File: src/dcr_pkg.sv
// ----------------------------------------------------------------------------
// dcr_pkg
// Shared constants, register codes and types of the depth-to-color
// registration pipeline.
// ----------------------------------------------------------------------------
package dcr_pkg;

    // frame geometry
    localparam int FRAME_WIDTH  = 640;
    localparam int FRAME_HEIGHT = 480;

    // field widths
    localparam int COL_W       = 10;
    localparam int ROW_W       = 9;
    localparam int DEPTH_W     = 16;
    localparam int COEF_W      = 32;
    localparam int CFG_INDEX_W = 4;

    // exact products col*z and row*z
    localparam int XZ_W = COL_W + DEPTH_W;
    localparam int YZ_W = ROW_W + DEPTH_W;

    // numerator is a signed Q.16 sum, denominator a signed Q.30 sum
    localparam int NUM_W     = 60;
    localparam int NUM_MAG_W = NUM_W - 1;
    localparam int DEN_W     = 48;
    localparam int DEN_MAG_W = DEN_W - 1;

    // quotient is (num * 2^14) / den; only enough bits for a frame position
    localparam int FRAC_SHIFT      = 14;
    localparam int FRAME_DIM_MAX   = (FRAME_WIDTH > FRAME_HEIGHT) ? FRAME_WIDTH : FRAME_HEIGHT;
    localparam int QUOT_BITS_FRAME = $clog2(FRAME_DIM_MAX);
    localparam int QUOT_BITS       = (QUOT_BITS_FRAME > COL_W) ? QUOT_BITS_FRAME : COL_W;
    localparam int QUOT_SHIFT      = FRAC_SHIFT - QUOT_BITS;

    // fixed denominator row, Q2.30
    localparam logic signed [DEN_W-1:0] DEN_C_XZ  = -48'sd3304;
    localparam logic signed [DEN_W-1:0] DEN_C_YZ  = 48'sd3698;
    localparam logic signed [DEN_W-1:0] DEN_C_Z   = 48'sd1073870673;
    localparam logic signed [DEN_W-1:0] DEN_C_ONE = 48'sd338193241;

    // register reset values, Q15.16
    localparam logic signed [COEF_W-1:0] U_COEF_COL_RST   = 32'sd58672;
    localparam logic signed [COEF_W-1:0] U_COEF_ROW_RST   = -32'sd63;
    localparam logic signed [COEF_W-1:0] U_COEF_DEPTH_RST = 32'sd1593003;
    localparam logic signed [COEF_W-1:0] U_OFFSET_RST     = -32'sd849084416;
    localparam logic signed [COEF_W-1:0] V_COEF_COL_RST   = 32'sd85;
    localparam logic signed [COEF_W-1:0] V_COEF_ROW_RST   = 32'sd58789;
    localparam logic signed [COEF_W-1:0] V_COEF_DEPTH_RST = 32'sd729462;
    localparam logic signed [COEF_W-1:0] V_OFFSET_RST     = 32'sd1447802;

    typedef enum logic [CFG_INDEX_W-1:0] {
        CFG_U_COEF_COL,
        CFG_U_COEF_ROW,
        CFG_U_COEF_DEPTH,
        CFG_U_OFFSET,
        CFG_V_COEF_COL,
        CFG_V_COEF_ROW,
        CFG_V_COEF_DEPTH,
        CFG_V_OFFSET
    } t_cfg_reg;

    // sideband that rides along the divider stages
    typedef struct packed {
        logic               ok;
        logic               neg_u;
        logic               neg_v;
        logic [DEPTH_W-1:0] depth;
    } t_div_side;

endpackage

File: src/dcr_div_pipe.sv
// ----------------------------------------------------------------------------
// dcr_div_pipe
// Pipelined restoring divider for the u and v lanes against a shared
// denominator, one quotient bit per stage, with a range check up front.
// ----------------------------------------------------------------------------
module dcr_div_pipe (
    input  logic                              i_clk,
    input  logic                              i_rst_n,
    input  logic                              i_adv,
    input  logic                              i_valid,
    input  logic [dcr_pkg::NUM_MAG_W-1:0]     i_num_u,
    input  logic [dcr_pkg::NUM_MAG_W-1:0]     i_num_v,
    input  logic [dcr_pkg::DEN_MAG_W-1:0]     i_den,
    input  dcr_pkg::t_div_side                i_side,
    output logic                              o_valid,
    output logic [dcr_pkg::QUOT_BITS-1:0]     o_quot_u,
    output logic [dcr_pkg::QUOT_BITS-1:0]     o_quot_v,
    output dcr_pkg::t_div_side                o_side
);

    localparam int STAGES = dcr_pkg::QUOT_BITS + 1;
    localparam int SH_W   = dcr_pkg::NUM_MAG_W + dcr_pkg::QUOT_SHIFT;
    localparam int REM_W  = dcr_pkg::DEN_MAG_W;

    logic                          r_valid  [STAGES];
    logic [REM_W-1:0]              r_rem_u  [STAGES];
    logic [REM_W-1:0]              r_rem_v  [STAGES];
    logic [dcr_pkg::QUOT_BITS-1:0] r_quot_u [STAGES];
    logic [dcr_pkg::QUOT_BITS-1:0] r_quot_v [STAGES];
    logic [REM_W-1:0]              r_den    [STAGES];
    dcr_pkg::t_div_side            r_side   [STAGES];

    for (genvar k = 0; k < STAGES; k++) begin : g_stage
        logic [REM_W-1:0]              n_rem_u;
        logic [REM_W-1:0]              n_rem_v;
        logic [dcr_pkg::QUOT_BITS-1:0] n_quot_u;
        logic [dcr_pkg::QUOT_BITS-1:0] n_quot_v;
        logic [REM_W-1:0]              n_den;
        dcr_pkg::t_div_side            n_side;
        logic                          n_valid;

        if (k == 0) begin : g_init
            logic [SH_W-1:0] w_sh_u;
            logic [SH_W-1:0] w_sh_v;
            logic            w_ovf_u;
            logic            w_ovf_v;

            // quotient fits the bit budget only when the shifted numerator is below den
            always_comb begin
                w_sh_u   = SH_W'(i_num_u) << dcr_pkg::QUOT_SHIFT;
                w_sh_v   = SH_W'(i_num_v) << dcr_pkg::QUOT_SHIFT;
                w_ovf_u  = w_sh_u >= SH_W'(i_den);
                w_ovf_v  = w_sh_v >= SH_W'(i_den);
                n_valid  = i_valid;
                n_rem_u  = w_sh_u[REM_W-1:0];
                n_rem_v  = w_sh_v[REM_W-1:0];
                n_quot_u = '0;
                n_quot_v = '0;
                n_den    = i_den;
                n_side   = i_side;
                n_side.ok = i_side.ok && !w_ovf_u && !w_ovf_v;
            end
        end else begin : g_step
            logic [REM_W:0]   w_trial_u;
            logic [REM_W:0]   w_trial_v;
            logic [REM_W:0]   w_diff_u;
            logic [REM_W:0]   w_diff_v;
            logic             w_ge_u;
            logic             w_ge_v;

            always_comb begin
                w_trial_u = {r_rem_u[k-1], 1'b0};
                w_trial_v = {r_rem_v[k-1], 1'b0};
                w_diff_u  = w_trial_u - {1'b0, r_den[k-1]};
                w_diff_v  = w_trial_v - {1'b0, r_den[k-1]};
                w_ge_u    = w_trial_u >= {1'b0, r_den[k-1]};
                w_ge_v    = w_trial_v >= {1'b0, r_den[k-1]};
                n_valid   = r_valid[k-1];
                n_rem_u   = w_ge_u ? w_diff_u[REM_W-1:0] : w_trial_u[REM_W-1:0];
                n_rem_v   = w_ge_v ? w_diff_v[REM_W-1:0] : w_trial_v[REM_W-1:0];
                n_quot_u  = {r_quot_u[k-1][dcr_pkg::QUOT_BITS-2:0], w_ge_u};
                n_quot_v  = {r_quot_v[k-1][dcr_pkg::QUOT_BITS-2:0], w_ge_v};
                n_den     = r_den[k-1];
                n_side    = r_side[k-1];
            end
        end

        always_ff @(posedge i_clk) begin
            if (!i_rst_n) begin
                r_valid[k] <= 1'b0;
            end else if (i_adv) begin
                r_valid[k] <= n_valid;
            end
        end

        always_ff @(posedge i_clk) begin
            if (i_adv) begin
                r_rem_u[k]  <= n_rem_u;
                r_rem_v[k]  <= n_rem_v;
                r_quot_u[k] <= n_quot_u;
                r_quot_v[k] <= n_quot_v;
                r_den[k]    <= n_den;
                r_side[k]   <= n_side;
            end
        end
    end

    assign o_valid  = r_valid[STAGES-1];
    assign o_quot_u = r_quot_u[STAGES-1];
    assign o_quot_v = r_quot_v[STAGES-1];
    assign o_side   = r_side[STAGES-1];

endmodule

File: config.mk
export PLATFORM = sky130hd
export DESIGN_NAME = dcr_div_pipe
export DESIGN_NICKNAME = d
export VERILOG_FILES = /design/src/dcr_pkg.sv /design/src/dcr_div_pipe.sv
export SDC_FILE = /design/constraint.sdc
export NUM_CORES = 2
export LEC_CHECK = 0
export BUFFER_PORTS_ARGS = -buffer_cell sky130_fd_sc_hd__buf_4
export CORE_UTILIZATION = 50
export CTS_CLUSTER_SIZE = 40
export DETAILED_ROUTE_END_ITERATION = 6
export HOLD_SLACK_MARGIN = 0.06
export PLACE_DENSITY = 0.71
export SLEW_MARGIN = 15
export SYNTH_ARGS = -nofsm -noshare
export SYNTH_HDL_FRONTEND = slang
export SYNTH_SLANG_ARGS = --single-unit
export TNS_END_PERCENT = 5
File: constraint.sdc
create_clock -name i_clk -period 6.4 [get_ports i_clk]
set_input_delay 0.32 -clock i_clk [delete_from_list [all_inputs] [get_ports i_clk]]
set_output_delay 0.32 -clock i_clk [all_outputs]
set_load 0.02 [all_outputs]
Yosys cells after proc, flatten, opt, wreduce, memory -nomap -nowiden
Memory sizes are Yosys's and may differ from the RTL's.
Cells that the tools add are included.
W data, S select, Z words.
Storage, ports and cells
  output and inout bits: 40
  memories kept: 7
  input bits: 188
  flip-flop bits (word level): 0
  logic and storage cells: 100
  bits in writable memories: 1991
Cells by class
  bitwise operators: 11
  reduce and logical (&&, ||, !) cells: 4
  add/sub/neg operators: 20
  muxes and demuxes: 36
  magnitude comparators: 22
Memory list
  r_den: words 11, bits a word 47, read ports 10, clocked after memory_dff 0, wr ports 11, RTL line dcr_div_pipe.sv:30  | logic [REM_W-1:0] r_den [STAGES];
  r_rem_u: words 11, bits a word 47, read ports 10, clocked after memory_dff 0, wr ports 11, RTL line dcr_div_pipe.sv:26  | logic [REM_W-1:0] r_rem_u [STAGES];
  r_rem_v: words 11, bits a word 47, read ports 10, clocked after memory_dff 0, wr ports 11, RTL line dcr_div_pipe.sv:27  | logic [REM_W-1:0] r_rem_v [STAGES];
  r_side: words 11, bits a word 19, read ports 11, clocked after memory_dff 0, wr ports 11, RTL line dcr_div_pipe.sv:31  | dcr_pkg::t_div_side r_side [STAGES];
  r_quot_u: words 11, bits a word 10, read ports 11, clocked after memory_dff 0, wr ports 11, RTL line dcr_div_pipe.sv:28  | logic [dcr_pkg::QUOT_BITS-1:0] r_quot_u [STAGES];
  r_quot_v: words 11, bits a word 10, read ports 11, clocked after memory_dff 0, wr ports 11, RTL line dcr_div_pipe.sv:29  | logic [dcr_pkg::QUOT_BITS-1:0] r_quot_v [STAGES];
  +1 memories
Operators by type and width (number)
  $ge A48 B47 Y1: 20
  $mux W47: 20
  $sub A47 B47 Y47: 20
  $ge A63 B47 Y1: 2
  $mux W1: 16
  $or A1 B1 Y1: 11
  $logic_and A1 B1 Y1: 2
  $logic_not A1 Y1: 2

Depth between registers and ports, before layout
  word-level depth: 4
  mapped depth: 18
  depth with buffers taken out: 15

Least setup slack after synthesis
OpenSTA, ideal clock, no wires.
  path type: register -> register
  start point: mem r_den[5][1] (netlist bit)
  end point: mem r_rem_v[6][38] (netlist bit), data pin
  data required time: 6.140 ns
  cell stages (with the launch flop): 16
  arrival: 3.515 ns
  clock period less this slack: 3.775 ns
  setup slack: 2.625 ns
  library setup time: 0.260 ns
  path buffers: 2
  path through: edfxtp_1 fa_1 nor2b_1 o21ai_0 nand2_1 a21oi_1 o41ai_2 a311oi_1 a31o_2 o21ai_1 o21ai_1 a31o_2 nand2_1 buf_2 buf_4 mux2_2
RTL lines (RTL line)
  start, declared: dcr_div_pipe.sv:30
  end, declared: dcr_div_pipe.sv:27

==> flow_summary.toml <==
[placed_design]
pre_cts_slack_ps = 1060
globalplace.congestion = 0.957
dpl.hpwl_um = 228000
io_buffers = 227
placed_area_mm2 = 0.114

[critical_path]
worstPathCellList = "inv_1, ha_1, nor2b_1, o31a_1, o311ai_2, a31oi_1, a2111oi_4, a21oi_2, o41ai_4, o21ai_0, nand2_1, nand2_2, buf_12, mux2_1"
path_class = "flop to flop"
path_buf_inv = 2
cp-end-kind = "flop"
cp_top_family = "compound AO/OA/AOI/OAI gates"
slowest_delay_ps = 620
arrival_ps = 6010
crit_fanout = 53
required_ps = 6980
crit_path_start_kind = "flop"
crit_slowest_cell = "o21ai_0"

[route]
dr.first_iter.drc_count = 6139
route.detailed.drc = 0
vias = 79624
antenna_left = 0
dr.pass1.iters = 6
wl_um = 289000
vias_per_cell = 5.76
wire_per_inst_um = 20.9

[global_routing]
grt_usage_pct = 25.8
grt_max_degree = 181
grt_remaining_overflow = 0
antenna_found_initial = 0
grt_pass1_wl_um = 447000
grt_pass1_vias = 81267

[layout]
antenna_cells = 0
fill_cells = 18314
design_area_mm2 = 0.122
area_growth_pct = 12.0
utilization_pct = 56.3
drive_gt1_share_pct = 7.39
num-nets-final = 12046

[synthesis]
yosysMostFrequentCell = "edfxtp_1"
yosysUniqueCellTypes = 100
seq_area_frac_synth_pct = 47.6
ys_ff_latch = 1732
synth_area_mm2 = 0.109
synthCells = 10454
yosysTopAreaCell = "edfxtp_1"
avgSynthCellArea_um2 = 10.4
synthTopCellsByArea = "edfxtp_1 (48%), ha_1 (12%), a21oi_1 (4.6%), o21ai_0 (4.0%), a21o_1 (3.9%)"
synth.top_cell.area_share_pct = 47.6
ys.warnings.count = 0
synth-edff-count = 1731
synth_nets = 11673
async_flop_share_pct = 0
synth_commonest_cells = "edfxtp_1 (1731), ha_1 (1015), a21oi_1 (1003)"
ys_dominant_reg_cell = "edfxtp_1"

[timing]
fin_ws_ps = 974
hold_slack_ps = 167
fin_crit_ps = 5430
worst_pin_slew_ps = 1190
final-setup-viol-count = 0
fin_tns_setup_ps = 0
fin_crit_sh_pct = 84.8
fmaxAchievable_ghz = 0.184
clock_skew_ps = 29.7
final-hold-violation-count = 0
report.final.slew_viol_count = 0
slew_headroom_pct = 19.7
rsz0062_at_grt = "no"

[cts]
clock-sinks = 1732
root_buffer = "clkbuf_16"
cts_tree = "done"
cts_buffers = 189
post_cts_buffers = 0
h-tree-depth = 4
clock_path_buffers = 3
ctsResizeCount = 0
clkTransAtPathRegs_ps = 60
clock_latency_ps = 860

[outcome]
outcome = "finished clean"

[die]
core_mm2 = 0.217
die_y_um = 469
io_pins = 228
row_count = 171
start_util_pct = 50.3
dieWidth_um = 469
dieArea_mm2 = 0.220

[power]
cellPowerDensity_mw_per_mm2 = 484
p_leak_nw = 50.7
peakVddDrop_mv = 0.379

[min_path]
hp-class = "primary input to flop"

[job]
drv_cap = 0
==> cell type report <==
| type | instances | area, um2 | area share, % |
|---|---|---|---|
| Sequential cell | 1732 | 52000 | 42.5 |
| Timing Repair Buffer | 471 | 4190 | 3.42 |
| Multi-Input combinational cell | 7720 | 53400 | 43.7 |
| Clock buffer | 230 | 4970 | 4.06 |
| Tap cell | 2854 | 3570 | 2.92 |
| Clock inverter | 108 | 1400 | 1.15 |
| Inverter | 713 | 2680 | 2.19 |
==> through the flow <==
| step | cells | total power [mW] |
|---|---|---|
| 6_report | 13828 | 59.2 |
| 5_1_grt | 13828 | 63.1 |
| 4_1_cts | 13828 | 59.2 |
| 3_5_place_dp | 13333 | 47.7 |
| 3_3_place_gp | 13333 | 47.3 |
| 2_1_floorplan | 10454 | 39.5 |
==> layer usage <==
metal  vias up  routed length, um  global-route usage (%)
met5         -                  0                       0
met4         0              15000                    12.5
met3       626               9210                    2.50
met2      1967             144000                    46.5
met1     37528             122000                    30.7
li1      39503                  -                       -
==> worst min-delay path, delay by kind of cell <==
family | cells | cell delay [ps]
AOI/OAI and AO/OA | 2 | 130
buffers and inverters | 1 | 80
and+or+nand+nor | 3 | 290
==> kinds of logic (layout without fill, tap and decap cells) <==
family	after synthesis	after routing	synth area share, %
buf+inv	1002	1522	3.53
compound gates	3262	3262	18.5
flops	1732	1732	47.6
simple gates	2539	2539	11.0
xor+xnor	745	745	5.98
mux	143	143	1.47
fa+ha+maj	1031	1031	11.9
==> flip-flops by register name, indices dropped and copies added (netlist names) <==
name      cells
r_quot_v     55
r_rem_v     466
r_side      209
r_den       470
r_quot_u     55
r_valid      11
r_rem_u     466
==> cells in the final DEF, fill, tap and decap left out, drive strengths merged, types with 29 or more instances in the layout <==
master,instances
o21ai,906
o31ai,59
and3,111
clkinv,64
clkbuf,230
nand4,156
nor2,547
xnor2,381
nand2,962
xor2,364
ha,1015
o211ai,30
nand2b,130
a21boi,34
nor4,34
bufinv,29
inv,719
a211oi,54
nor3,89
dlygate4sd3,157
a21o,562
buf,314
o21a,97
and2,63
o21bai,118
nor2b,147
edfxtp,1731
nand3,168
a21oi,1008
a31oi,104
mux2,138
==> report_power, final <==
group	switching, mW	internal, mW
combinational	16.8	11.7
clock	4.57	6.69
sequential	2.16	17.3
total	23.5	35.7
==> repair_timing <==
| action | CTS | global route |
|---|---|---|
| endpoints found under the setup margin | 0 | 0 |
| hold buffers | 157 | 0 |
| hold endpoints to repair | 164 | 0 |
==> worst paths after layout <==
path	start	to	slack, ps	cells after the start
max reg2reg	r_den[8][2]	r_rem_v[9][10]	970	14
min reg2reg	r_side[2][11]	r_side[3][11]	410	0
min	i_num_v[54]	r_side[0][18]	170	6
max	r_den[8][2]	r_rem_v[9][10]	970	14
Power figures use the tool's default switching activity.
